### src/design/prwd_pkg.sv
// Shared constants and types of the pixel readout word decoder.
package prwd_pkg;

	// Matrix size in pixels.
	localparam int unsigned NUM_COLS = 400;
	localparam int unsigned NUM_ROWS = 192;

	// Tag of a synthesized header, and reset value of the held ids.
	localparam logic [9:0]  SYNTH_TAG    = 10'd666;
	localparam logic [9:0]  TRIG_ID_RST  = 10'd666;
	localparam logic [14:0] BUNCH_ID_RST = 15'd666;

	// Filler words carry all ones in their upper half.
	localparam logic [15:0] FILLER_MARK = 16'hFFFF;

	// Charge code of an empty pixel.
	localparam logic [3:0] CHARGE_NONE = 4'hF;

	typedef enum logic [1:0] {
		KIND_HEADER  = 2'd0,
		KIND_HIT     = 2'd1,
		KIND_INVALID = 2'd2
	} kind_t;

endpackage

### src/design/prwd_if.sv
// Handshake channels of the decoder: readout words in, decoded results out.
interface prwd_word_if;
	logic        valid;
	logic        ready;
	logic [31:0] word;
	logic        fragment_start;

	modport source (output valid, output word, output fragment_start, input ready);
	modport sink   (input valid, input word, input fragment_start, output ready);
endinterface

interface prwd_result_if;
	logic            valid;
	logic            ready;
	prwd_pkg::kind_t kind;
	logic [9:0]      event_tag;
	logic [9:0]      trigger_id;
	logic [14:0]     bunch_id;
	logic [7:0]      pixel_row;
	logic [8:0]      pixel_col;
	logic [3:0]      charge;
	logic            last;

	modport source (output valid, output kind, output event_tag, output trigger_id,
		output bunch_id, output pixel_row, output pixel_col, output charge,
		output last, input ready);
	modport sink (input valid, input kind, input event_tag, input trigger_id,
		input bunch_id, input pixel_row, input pixel_col, input charge,
		input last, output ready);
endinterface

### src/design/pixel_readout_word_decoder.sv
// Pixel readout word decoder: top level with decode, result expansion and output register.
// Results pass from the expansion stage through the output register. Throughput: one result
// per cycle while results.ready is not held low; a word is accepted every cycle as long as the
// previous word has at most one result left and the output register moves, so the results of
// one word go out one at a time through the single result register. Fillers and words with no
// result leave the expansion stage empty, so they never stall the words that follow them.
// Reset (arst_n low) clears all valid flags, closes the event and sets both held ids to 666.
module pixel_readout_word_decoder (
	input  logic                  clk,
	input  logic                  arst_n,
	prwd_word_if.sink             words,
	prwd_result_if.source         results
);

	// Held event state. It is updated when a word is accepted, so each word is decoded
	// against the state left by all words before it, even while older results still wait.
	logic [9:0]  trig_id_q;
	logic [14:0] bunch_id_q;
	logic        event_open_q;

	// Expansion stage: one decoded word waiting to be sent out as up to five results.
	// Slot 0 is a header or invalid-address result, slots 1 to 4 are the four pixels.
	logic [4:0]            slots_s1;
	prwd_pkg::kind_t       kind0_s1;
	logic [9:0]            tag0_s1;
	logic [9:0]            trig_id_s1;
	logic [14:0]           bunch_id_s1;
	logic [7:0]            row_s1;
	logic [8:0]            col_s1;
	logic [15:0]           charges_s1;

	// Output register.
	logic                  out_valid_q;
	prwd_pkg::kind_t       out_kind_q;
	logic [9:0]            out_tag_q;
	logic [9:0]            out_trig_id_q;
	logic [14:0]           out_bunch_id_q;
	logic [7:0]            out_row_q;
	logic [8:0]            out_col_q;
	logic [3:0]            out_charge_q;
	logic                  out_last_q;

	// Decode of the incoming word.
	logic        in_accept;
	logic        is_filler;
	logic        is_header;
	logic        open_eff;
	logic [8:0]  col_base;
	logic [8:0]  row_base;
	logic        in_range;
	logic [3:0]  pix_mask;
	logic [4:0]  slots_new;
	logic [9:0]  next_trig_id;
	logic [14:0] next_bunch_id;
	logic        next_open;

	// Expansion control.
	logic        advance;
	logic [4:0]  pick;
	logic [4:0]  slots_rest;
	logic [3:0]  pick_charge;
	logic [8:0]  pick_col;

	always_comb begin
		is_filler = (words.word[31:16] == prwd_pkg::FILLER_MARK);
		is_header = words.word[25];
		// A fragment start closes the open event before the word itself is looked at.
		open_eff  = event_open_q & ~words.fragment_start;
		// Core column times eight plus four for an odd region; core row times eight plus
		// the upper region bits. Both are plain bit concatenations.
		col_base  = {words.word[31:26], words.word[16], 2'b00};
		row_base  = {words.word[25:20], words.word[19:17]};
		in_range  = ({1'b0, col_base} < 10'(prwd_pkg::NUM_COLS)) &&
			({1'b0, row_base} < 10'(prwd_pkg::NUM_ROWS));
		for (int i = 0; i < 4; i++) begin
			pix_mask[i] = (words.word[4*i +: 4] != prwd_pkg::CHARGE_NONE);
		end

		next_trig_id  = trig_id_q;
		next_bunch_id = bunch_id_q;
		next_open     = open_eff;
		slots_new     = '0;
		if (is_header) begin
			next_trig_id  = {5'd0, words.word[24:20]};
			next_bunch_id = words.word[14:0];
			next_open     = 1'b1;
			slots_new     = 5'b00001;
		end else if (in_range) begin
			// A hit outside an open event first gets a synthesized header.
			next_open     = 1'b1;
			slots_new     = {pix_mask, ~open_eff};
		end else begin
			slots_new     = 5'b00001;
		end
		if (is_filler) begin
			next_trig_id  = trig_id_q;
			next_bunch_id = bunch_id_q;
			next_open     = open_eff;
			slots_new     = '0;
		end
	end

	// Lowest pending slot goes out next.
	always_comb begin
		pick = slots_s1 & (~slots_s1 + 5'd1);
		slots_rest = slots_s1 & ~pick;
		pick_charge = '0;
		pick_col = col_s1;
		priority if (pick[1]) begin
			pick_charge = charges_s1[3:0] + 4'd1;
		end else if (pick[2]) begin
			pick_charge = charges_s1[7:4] + 4'd1;
			pick_col = col_s1 + 9'd1;
		end else if (pick[3]) begin
			pick_charge = charges_s1[11:8] + 4'd1;
			pick_col = col_s1 + 9'd2;
		end else if (pick[4]) begin
			pick_charge = charges_s1[15:12] + 4'd1;
			pick_col = col_s1 + 9'd3;
		end else begin
			pick_charge = '0;
		end
	end

	// The output register takes a new result when it is empty or being read.
	assign advance     = ~out_valid_q | results.ready;
	// A new word may enter when the expansion stage is empty or sends its final result now.
	assign words.ready = (slots_s1 == '0) || (advance && (slots_rest == '0));
	assign in_accept   = words.valid & words.ready;

	always_ff @(posedge clk or negedge arst_n) begin
		if (!arst_n) begin
			trig_id_q    <= prwd_pkg::TRIG_ID_RST;
			bunch_id_q   <= prwd_pkg::BUNCH_ID_RST;
			event_open_q <= 1'b0;
			slots_s1     <= '0;
			out_valid_q  <= 1'b0;
		end else begin
			if (in_accept) begin
				trig_id_q    <= next_trig_id;
				bunch_id_q   <= next_bunch_id;
				event_open_q <= next_open;
			end

			if (slots_s1 != '0 && advance) begin
				out_valid_q <= 1'b1;
			end else if (results.ready) begin
				out_valid_q <= 1'b0;
			end

			if (in_accept) begin
				slots_s1 <= slots_new;
			end else if (advance) begin
				slots_s1 <= slots_rest;
			end
		end
	end

	// Payload registers carry no reset.
	always_ff @(posedge clk) begin
		if (in_accept && slots_new != '0) begin
			if (is_header || in_range) begin
				kind0_s1 <= prwd_pkg::KIND_HEADER;
			end else begin
				kind0_s1 <= prwd_pkg::KIND_INVALID;
			end
			tag0_s1     <= is_header ? {5'd0, words.word[19:15]}
				: (in_range ? prwd_pkg::SYNTH_TAG : 10'd0);
			trig_id_s1  <= next_trig_id;
			bunch_id_s1 <= next_bunch_id;
			row_s1      <= 8'(row_base + 9'd1);
			col_s1      <= col_base + 9'd1;
			charges_s1  <= words.word[15:0];
		end

		if (slots_s1 != '0 && advance) begin
			out_trig_id_q  <= trig_id_s1;
			out_bunch_id_q <= bunch_id_s1;
			out_last_q     <= (slots_rest == '0);
			if (pick[0]) begin
				out_kind_q   <= kind0_s1;
				out_tag_q    <= tag0_s1;
				out_row_q    <= '0;
				out_col_q    <= '0;
				out_charge_q <= '0;
			end else begin
				out_kind_q   <= prwd_pkg::KIND_HIT;
				out_tag_q    <= '0;
				out_row_q    <= row_s1;
				out_col_q    <= pick_col;
				out_charge_q <= pick_charge;
			end
		end
	end

	assign results.valid       = out_valid_q;
	assign results.kind        = out_kind_q;
	assign results.event_tag   = out_tag_q;
	assign results.trigger_id  = out_trig_id_q;
	assign results.bunch_id    = out_bunch_id_q;
	assign results.pixel_row   = out_row_q;
	assign results.pixel_col   = out_col_q;
	assign results.charge      = out_charge_q;
	assign results.last        = out_last_q;

endmodule
### src/flat_wrapper.sv
// flat-port wrapper written by rule: the top's interface ports become plain ports
module pixel_readout_word_decoder_flat 
  (clk, arst_n, words_valid, words_word, words_fragment_start, words_ready, results_valid, results_kind, results_event_tag, results_trigger_id, results_bunch_id, results_pixel_row, results_pixel_col, results_charge, results_last, results_ready);
  prwd_word_if words_i ();
  prwd_result_if results_i ();
  input  logic clk;
  input  logic arst_n;
  input wire logic [$bits(words_i.valid)-1:0] words_valid;
  input wire logic [$bits(words_i.word)-1:0] words_word;
  input wire logic [$bits(words_i.fragment_start)-1:0] words_fragment_start;
  output wire logic [$bits(words_i.ready)-1:0] words_ready;
  output wire logic [$bits(results_i.valid)-1:0] results_valid;
  output wire logic [$bits(results_i.kind)-1:0] results_kind;
  output wire logic [$bits(results_i.event_tag)-1:0] results_event_tag;
  output wire logic [$bits(results_i.trigger_id)-1:0] results_trigger_id;
  output wire logic [$bits(results_i.bunch_id)-1:0] results_bunch_id;
  output wire logic [$bits(results_i.pixel_row)-1:0] results_pixel_row;
  output wire logic [$bits(results_i.pixel_col)-1:0] results_pixel_col;
  output wire logic [$bits(results_i.charge)-1:0] results_charge;
  output wire logic [$bits(results_i.last)-1:0] results_last;
  input wire logic [$bits(results_i.ready)-1:0] results_ready;
  assign words_i.valid = words_valid;
  assign words_i.word = words_word;
  assign words_i.fragment_start = words_fragment_start;
  assign words_ready = words_i.ready;
  assign results_valid = results_i.valid;
  assign results_kind = results_i.kind;
  assign results_event_tag = results_i.event_tag;
  assign results_trigger_id = results_i.trigger_id;
  assign results_bunch_id = results_i.bunch_id;
  assign results_pixel_row = results_i.pixel_row;
  assign results_pixel_col = results_i.pixel_col;
  assign results_charge = results_i.charge;
  assign results_last = results_i.last;
  assign results_i.ready = results_ready;
  pixel_readout_word_decoder u_core (.clk(clk), .arst_n(arst_n), .words(words_i), .results(results_i));
endmodule
### config.mk
export PLATFORM = sky130hd
export DESIGN_NAME = pixel_readout_word_decoder_flat
export DESIGN_NICKNAME = d
export VERILOG_FILES = /design/src/design/prwd_pkg.sv /design/src/design/prwd_if.sv /design/src/design/pixel_readout_word_decoder.sv /design/src/flat_wrapper.sv
export SDC_FILE = /design/constraint.sdc
export NUM_CORES = 1
export LEC_CHECK = 0
export BUFFER_PORTS_ARGS = -buffer_cell sky130_fd_sc_hd__buf_2
export CORE_ASPECT_RATIO = 0.5
export CORE_MARGIN = 4
export CORE_UTILIZATION = 55
export CTS_BUF_LIST = sky130_fd_sc_hd__clkbuf_16
export DETAILED_ROUTE_END_ITERATION = 10
export GPL_ROUTABILITY_DRIVEN = 0
export PLACE_DENSITY = 0.78
export SYNTH_ARGS = -nofsm -noshare
export SYNTH_HDL_FRONTEND = slang
export SYNTH_SLANG_ARGS = --single-unit
### constraint.sdc
create_clock -name clk -period 7.7 [get_ports clk]
set_clock_uncertainty 0.1 [all_clocks]
set_input_delay 0.385 -clock clk [delete_from_list [all_inputs] [get_ports clk]]
set_output_delay 0.385 -clock clk [all_outputs]
set_load 0.01 [all_outputs]
==> impl_table.tex, run 1 <==
\begin{tabular}{lr}
\hline
Metric & Value \\
\hline
\multicolumn{2}{l}{\textbf{Place}} \\
Placed wire-length estimate after detailed placement & 7333 um \\
Count of placed standard cells including taps & 593 \\
Count of input and output buffers & 94 \\
Placed Instance Area & 6626 um2 \\
\multicolumn{2}{l}{\textbf{Clock tree}} \\
Buffer depth of the longest clock path & 2 \\
TritonCTS clock tree & built \\
Clk\_lat worst skew & 410 ps \\
H-tree Lvls & 4 \\
Clock tree sinks & 150 \\
Clock-pin slew on the worst setup and hold paths & 60 ps \\
CTS Buf Count & 17 \\
Number of setup buffers added after CTS & 0 \\
Clock root cell & sky130\_fd\_sc\_hd\_\_clkbuf\_16 \\
\multicolumn{2}{l}{\textbf{Timing}} \\
Achievable Freq & 0.2921 GHz \\
Final setup violating endpoints & 0 \\
Max Transition Viols Final & 0 \\
Worst-Margin Slew & 921.5 ps \\
RSZ-0062 raised after global routing & no \\
Final critical-path share of the clock period & 44.45\% \\
Number of failing hold endpoints at the final stage & 0 \\
Max\_slew headroom & 38.56\% \\
Final critical path time including I/O delays and setup & 3423 ps \\
Summed negative setup slack over all endpoints & 0 ps \\
\multicolumn{2}{l}{\textbf{Yosys}} \\
Share of async-settable or async-resettable flops after synthesis & 21.33\% \\
Synthesized flop and latch total & 150 \\
Synth Area per Inst & 16.36 um2 \\
Sequential fraction of the synthesis area & 71.99\% \\
Post-synth EDFFs & 118 \\
Gate count of the mapped netlist & 370 \\
Cell types with the largest area share after synthesis & sky130\_fd\_sc\_hd\_\_edfxtp\_1 59\%, sky130\_fd\_sc\_hd\_\_dfrtp\_1 9.1\%, sky130\_fd\_sc\_hd\_\_mux2\_2 4.7\% \\
Library cell with the highest instance count after synthesis & sky130\_fd\_sc\_hd\_\_edfxtp\_1 \\
Area fraction of the dominant cell type after synthesis & 58.55\% \\
Count of synthesis-stage warnings from yosys & 0 \\
Area leader, netlist & sky130\_fd\_sc\_hd\_\_edfxtp\_1 \\
Commonest register cell after synthesis & sky130\_fd\_sc\_hd\_\_edfxtp\_1 \\
Yosys cell types & 47 \\
Most used standard cells in the synthesized netlist & 118 x sky130\_fd\_sc\_hd\_\_edfxtp\_1, 25 x sky130\_fd\_sc\_hd\_\_mux2\_2, 22 x sky130\_fd\_sc\_hd\_\_dfrtp\_1, 22 x sky130\_fd\_sc\_hd\_\_nand2\_1, 17 x sky130\_fd\_sc\_hd\_\_nor2b\_1 \\
Mapped cell area & 6052 um2 \\
\multicolumn{2}{l}{\textbf{Worst setup path}} \\
Cell breakdown of the critical path & nor2\_1 -> and3b\_1 -> a2bb2oi\_4 -> a21oi\_4 -> buf\_4 \\
Data arrival time of the critical path & 3380 ps \\
Category of the critical setup timing path & reg2reg \\
CP Capture Type & register \\
Required arrival time at the worst endpoint & 7660 ps \\
Crit path launch type & register \\
Cell with the largest stage delay on the worst path & sky130\_fd\_sc\_hd\_\_dfrtp\_1 \\
Max Fanout on Critical Path & 37 \\
Worst stage delay on the critical path & 720 ps \\
\multicolumn{2}{l}{\textbf{Floorplan}} \\
Number of rows created at floorplan & 26 \\
Starting utilization of the core area & 57.78\% \\
Area of the core region & 10480 um2 \\
I/O pin total & 98 \\
Height of the die & 82.18 um \\
Die area & 12850 um2 \\
Die extent in x & 156.4 um \\
\multicolumn{2}{l}{\textbf{Routing}} \\
Detailed router's first-iteration violation count & 204 \\
Vias after detailed routing & 3378 \\
Total Wirelength & 11160 um \\
Vias per std cell & 5.396 \\
Count of antenna-violating nets left after detailed routing & 0 \\
DR pass1 iterations & 4 \\
Wire length per cell after detailed routing & 17.82 um \\
Number of remaining DRC errors & 0 \\
\multicolumn{2}{l}{\textbf{Finish}} \\
Final cell count without fillers & 626 \\
Number of nets in the finished design & 516 \\
Number of diodes added for antenna fixing & 0 \\
Proportion of layout cells with a drive suffix above 1 & 37.65\% \\
Final cell area excluding filler cells & 7177 um2 \\
Fillers & 714 \\
Layout-stage area growth over the synthesis result & 18.59\% \\
\multicolumn{2}{l}{\textbf{GRT}} \\
Antenna violations before repair & 0 \\
Pin count of the biggest net entering global routing & 40 \\
Total routing resource utilization after global routing & 18.46\% \\
Via count of the first global-routing pass & 3377 \\
First-pass GRT wire length & 17420 um \\
Final global-route overflow total & 0 \\
\multicolumn{2}{l}{\textbf{Power and ir drop}} \\
Leakage power summed over all cells & 2.856 nW \\
Peak ir drop on the vdd network & 0.0001538 V \\
Final Power & 3.052 mW \\
Power density over cell area & 425.3 nW/um2 \\
\multicolumn{2}{l}{\textbf{Worst hold path}} \\
Min-Delay Path Class & in2reg \\
\multicolumn{2}{l}{\textbf{Run status}} \\
Result of the run & finished clean \\
\multicolumn{2}{l}{\textbf{Flow run}} \\
Number of violations of the max-capacitance limit & 0 \\
\hline
\end{tabular}
## critical path: cells and delay by family, from the launching register on
family          cells  cell delay (ps)
compound gates      2              820
buf+inv             1              540
simple gates        2              850
flops               1              720
## power by group
| group | leakage [nW] | switching [mW] | internal, mW |
|---|---|---|---|
| Combinational | 1.08 | 0.459 | 0.339 |
| Sequential | 1.51 | 0.157 | 1.35 |
| Clock | 0.267 | 0.311 | 0.439 |
## stage by stage
| step | hold WS, ps | utilization (%) | setup slack, ps |
|---|---|---|---|
| floorplan | -10.59 | - | 2835 |
| global placement | 302.3 | 63.26 | 4470 |
| detailed placement | 304.5 | 63.26 | 4334 |
| CTS | 47.15 | 68.51 | 4275 |
| global route | 40.54 | 68.51 | 4062 |
| finish | 68.38 | 68.51 | 4277 |
## registers in the layout, indices dropped and copies added (netlist names)
signal and flops:
u_core.bunch_id_q 15, u_core.bunch_id_s1 15, u_core.charges_s1 16, u_core.col_s1 7, u_core.event_open_q 1, u_core.kind0_s1 1
u_core.results.bunch_id 15, u_core.results.charge 4, u_core.results.event_tag 6, u_core.results.kind 2, u_core.results.last 1, u_core.results.pixel_col 9
u_core.results.pixel_row 8, u_core.results.trigger_id 10, u_core.results.valid 1, u_core.row_s1 8, u_core.slots_s1 5, u_core.tag0_s1 6
u_core.trig_id_q 10, u_core.trig_id_s1 10
## per-layer routing
layer	track usage (%)	routed length (um)	vias to the layer above
met3	6.871	711	6
met5	0	0	-
li1	-	-	1577
met4	6.580	78	0
met2	29.96	5452	105
met1	23.30	4916	1690
## cell families after synthesis
| family | count (synthesis) | share of synthesized area [%] |
|---|---|---|
| AOI/OAI and AO/OA | 31 | 4.114 |
| xor gates and xnor gates | 20 | 2.894 |
| adders and majority gates | 6 | 1.240 |
| buffers and inverters | 23 | 2.419 |
| DFF | 150 | 71.99 |
| muxes | 40 | 8.373 |
| other | 1 | 0.06196 |
| and+or+nand+nor | 99 | 8.911 |
## repair_timing
action	CTS	global route
gates resized for setup	0	0
hold buffers	1	0
hold endpoints to repair	22	0
## final cells by class
class	instances	area [um2]	area share, %
sequential	150	4357	60.70
multi-input combinational	199	1575	21.95
timing repair buffer	98	503.0	7.008
clock buffer	17	425.4	5.927
tap	140	175.2	2.441
clock inverter	15	115.1	1.604
inverter	7	26.28	0.3661
## worst paths after layout
path                                       start                    endpoint  slack (ps)  cells after the start
setup / recovery              u_core.slots_s1[0]       u_core.bunch_id_s1[6]        4280                      5
hold / removal                    words_word[30]            u_core.col_s1[7]          70                      1
setup reg to reg              u_core.slots_s1[0]       u_core.bunch_id_s1[6]        4280                      5
hold reg to reg            u_core.bunch_id_s1[9]  u_core.results.bunch_id[9]         320                      0
max in group asynchronous                 arst_n        u_core.results.valid        6520                      2
min in group asynchronous                 arst_n         u_core.trig_id_q[5]         480                      2
## cells in the final DEF (no fill, tap or decap), types with 2 or more instances in the layout
cell,Yosys,routed
sky130_fd_sc_hd__nand3_1,12,12
sky130_fd_sc_hd__a21oi_1,4,3
sky130_fd_sc_hd__a211oi_1,2,2
sky130_fd_sc_hd__nor2b_1,17,16
sky130_fd_sc_hd__inv_1,7,8
sky130_fd_sc_hd__ha_1,6,6
sky130_fd_sc_hd__clkinv_2,0,4
sky130_fd_sc_hd__nor2_1,13,13
sky130_fd_sc_hd__nor3_1,6,6
sky130_fd_sc_hd__xor2_1,14,14
sky130_fd_sc_hd__inv_6,0,2
sky130_fd_sc_hd__o21ai_0,5,5
sky130_fd_sc_hd__dfstp_2,10,10
sky130_fd_sc_hd__clkinv_1,0,3
sky130_fd_sc_hd__mux2_2,25,25
sky130_fd_sc_hd__edfxtp_1,118,118
sky130_fd_sc_hd__and2_1,14,14
sky130_fd_sc_hd__clkinvlp_4,0,2
sky130_fd_sc_hd__conb_1,1,3
sky130_fd_sc_hd__a22oi_1,3,3
sky130_fd_sc_hd__clkbuf_16,0,17
sky130_fd_sc_hd__xnor2_1,6,6
sky130_fd_sc_hd__mux2_4,15,15
sky130_fd_sc_hd__clkinv_4,0,2
sky130_fd_sc_hd__nand2_1,22,22
sky130_fd_sc_hd__o22ai_1,3,3
sky130_fd_sc_hd__and3_1,2,2
sky130_fd_sc_hd__o221ai_1,2,2
sky130_fd_sc_hd__dfrtp_1,22,22
sky130_fd_sc_hd__nand4_1,7,7
sky130_fd_sc_hd__buf_2,2,94
sky130_fd_sc_hd__a22o_1,3,3
sky130_fd_sc_hd__buf_4,6,3
(Power assumes the default switching activity.)
==> run 2, diff against run 1 <==
==> constraint.sdc (replaced) <==
create_clock -name clk -period 3.5 [get_ports clk]
set_clock_uncertainty 0.1 [all_clocks]
set_input_delay 0.175 -clock clk [delete_from_list [all_inputs] [get_ports clk]]
set_output_delay 0.175 -clock clk [all_outputs]
set_load 0.01 [all_outputs]
==> run 2 against run 1 <==
Critical path depth is the same. Non-clock buffer count grew 33. Via count grew 0.68%. Utilization grew 3.9 points. Routed wire length grew 0.53%. Flip-flop and latch count is the same. Maximum frequency grew 30%. Largest cell class unchanged.
==> impl_table.tex, run 2 (synthesis results as in run 1) <==
\begin{tabular}{lr}
\hline
Metric & Value \\
\hline
\multicolumn{2}{l}{\textbf{Run status}} \\
Result of the run & finished clean \\
\multicolumn{2}{l}{\textbf{Power and ir drop}} \\
Internal power & 4.939 mW \\
Proportion of power drawn by combinational gates & 26.3\% \\
Fraction of power spent switching nets & 29.12\% \\
Clock Power Share & 26.9\% \\
Final Power & 6.968 mW \\
Sw power & 2.029 mW \\
Leakage power summed over all cells & 3.032 nW \\
Sequential share of power & 46.8\% \\
Power density over cell area & 918.4 nW/um2 \\
Peak ir drop on the vdd network & 0.0004468 V \\
\multicolumn{2}{l}{\textbf{Clock tree}} \\
Clock tree sinks & 150 \\
Clock root cell & sky130\_fd\_sc\_hd\_\_clkbuf\_16 \\
TritonCTS clock tree & built \\
Clk\_lat worst skew & 420 ps \\
Clock-pin slew on the worst setup and hold paths & 60 ps \\
Buffer depth of the longest clock path & 2 \\
CTS Buf Count & 17 \\
H-tree Lvls & 4 \\
Post-CTS sizing & 0 \\
\multicolumn{2}{l}{\textbf{Worst setup path}} \\
Start point of the critical path & u\_core.slots\_s1[1] \\
Required arrival time at the worst endpoint & 3490 ps \\
Crit path launch type & register \\
Data arrival time of the critical path & 2620 ps \\
Worst reg2reg path endpoint & u\_core.bunch\_id\_s1[1] \\
Max Fanout on Critical Path & 50 \\
CP Capture Type & register \\
Category of the critical setup timing path & reg2reg \\
Reg2reg path depth & 5 \\
Reg-to-Reg Start & u\_core.slots\_s1[1] \\
Setup slack on the worst flop-to-flop path & 870 ps \\
\multicolumn{2}{l}{\textbf{Finish}} \\
Final core area utilization & 72.43\% \\
Largest reg by FF count & u\_core.charges\_s1 \\
Most frequent standard cell in the layout excluding fill and tap cells & sky130\_fd\_sc\_hd\_\_edfxtp\_1 \\
Top library cells by usage in the layout, fill and taps aside & 118 x sky130\_fd\_sc\_hd\_\_edfxtp\_1, 94 x sky130\_fd\_sc\_hd\_\_buf\_2, 32 x sky130\_fd\_sc\_hd\_\_dlygate4sd3\_1 \\
Number of nets in the finished design & 549 \\
Number of flip-flops in the largest register & 16 \\
Number of diodes added for antenna fixing & 0 \\
Sequential cell area & 4357 um2 \\
Fillers & 670 \\
Proportion of layout cells with a drive suffix above 1 & 36.03\% \\
Combined area of the multi-input logic cells & 1575 um2 \\
Layout-stage area growth over the synthesis result & 25.37\% \\
\multicolumn{2}{l}{\textbf{Timing}} \\
Max\_slew headroom & 48.08\% \\
Achievable Freq & 0.3809 GHz \\
Worst-Margin Slew & 778.8 ps \\
Number of failing hold endpoints at the final stage & 0 \\
Max Transition Viols Final & 0 \\
Final critical-path share of the clock period & 75.02\% \\
Final critical path time including I/O delays and setup & 2626 ps \\
Final setup violating endpoints & 0 \\
Summed negative setup slack over all endpoints & 0 ps \\
RSZ-0062 raised after global routing & no \\
\multicolumn{2}{l}{\textbf{GRT}} \\
Antenna violations before repair & 0 \\
Via count of the first global-routing pass & 3471 \\
Total routing resource utilization after global routing & 19.01\% \\
First-pass GRT wire length & 18020 um \\
Final global-route overflow total & 0 \\
Pin count of the biggest net entering global routing & 51 \\
\multicolumn{2}{l}{\textbf{Routing}} \\
Wire length per cell after detailed routing & 17.02 um \\
Count of antenna-violating nets left after detailed routing & 0 \\
Detailed router's first-iteration violation count & 171 \\
Vias after detailed routing & 3401 \\
Total Wirelength & 11220 um \\
DR pass1 iterations & 4 \\
Number of remaining DRC errors & 0 \\
Vias per std cell & 5.161 \\
\multicolumn{2}{l}{\textbf{Floorplan}} \\
Height of the die & 82.18 um \\
I/O pin total & 98 \\
Die extent in x & 156.4 um \\
Die area & 12850 um2 \\
Starting utilization of the core area & 57.78\% \\
Number of rows created at floorplan & 26 \\
Area of the core region & 10480 um2 \\
\multicolumn{2}{l}{\textbf{Place}} \\
Placed wire-length estimate after detailed placement & 7261 um \\
Count of input and output buffers & 94 \\
\multicolumn{2}{l}{\textbf{Worst hold path}} \\
Endpoint, Worst Hold & u\_core.trig\_id\_q[3] \\
Worst hold path depth & 2 \\
Min-Delay Path Class & in2reg \\
Worst min-delay path startpoint & words\_word[23] \\
\multicolumn{2}{l}{\textbf{Flow run}} \\
Number of violations of the max-capacitance limit & 0 \\
\hline
\end{tabular}
==> run 2: cell types whose count changed in the layout (fill, tap and decap cells not counted), sizes merged <==
| cell | delta |
|---|---|
| bufinv | +3 |
| buf | +2 |
| dlygate4sd3 | +31 |
| clkinv | -4 |
| clkinvlp | +1 |
==> run 2: power by group through the flow <==
stage	sequential (mW)	clock (mW)	combinational (mW)
4_1_cts	3.26	1.91	1.86
3_5_place_dp	3.28	0	1.83
5_1_grt	3.34	2.00	2.02
3_3_place_gp	3.26	0	1.77
6_report	3.26	1.87	1.84
2_1_floorplan	3.41	0	1.07
==> run 2: routing by layer <==
| layer | up-vias | part of all wire (%) | GRT usage (%) | wire [um] |
|---|---|---|---|---|
| li1 | 1636 | - | - | - |
| met1 | 1660 | 45 | 24.54 | 5099 |
| met2 | 101 | 48 | 31.20 | 5391 |
| met3 | 4 | 5.8 | 5.830 | 647 |
| met4 | 0 | 0.70 | 6.753 | 78 |
| met5 | - | 0 | 0 | 0 |
==> run 2: critical path, cell delays in order (launching register included) <==
cell,delay [ps]
sky130_fd_sc_hd__dfrtp_1,540
sky130_fd_sc_hd__nor2_1,350
sky130_fd_sc_hd__and3b_1,370
sky130_fd_sc_hd__a2bb2oi_4,150
sky130_fd_sc_hd__a21oi_4,430
sky130_fd_sc_hd__buf_12,330
==> run 2: area by class of cell <==
cell class | count | share of cell area (%)
Sequential cell | 150 | 57.42
Clock inverter | 15 | 2.474
Clock buffer | 17 | 5.607
Inverter | 7 | 0.3463
Timing Repair Buffer | 131 | 11.08
Tap cell | 140 | 2.309
Multi-Input combinational cell | 199 | 20.76
==> run 2: worst max path at each step <==
stage,endpoint,slack [ps],cells past startpoint
2_1_floorplan,u_core.bunch_id_s1[0],60,5
6_report,u_core.bunch_id_s1[1],870,5
3_3_place_gp,u_core.bunch_id_s1[1],1000,5
3_5_place_dp,u_core.bunch_id_s1[6],900,5
5_1_grt,u_core.bunch_id_s1[7],740,5
4_1_cts,u_core.bunch_id_s1[9],910,5
==> run 2: timing repair <==
| item | in CTS | in global routing |
|---|---|---|
| hold endpoints to repair | 70 | 0 |
| setup buffers | 0 | 0 |
| hold buffers | 32 | 0 |
==> run 2: metrics by stage <==
step / worst slack, ps / hold WS [ps] / cell area (um2) / std cells
2_1_floorplan: 62.14 / -220.6 / 6066 / 372
3_3_place_gp: 1001 / 171.3 / 6654 / 595
3_5_place_dp: 901.8 / 183.8 / 6654 / 595
4_1_cts: 908.2 / 2.018 / 7587 / 659
5_1_grt: 741.2 / 10.25 / 7587 / 659
6_report: 874.3 / 10.05 / 7587 / 659
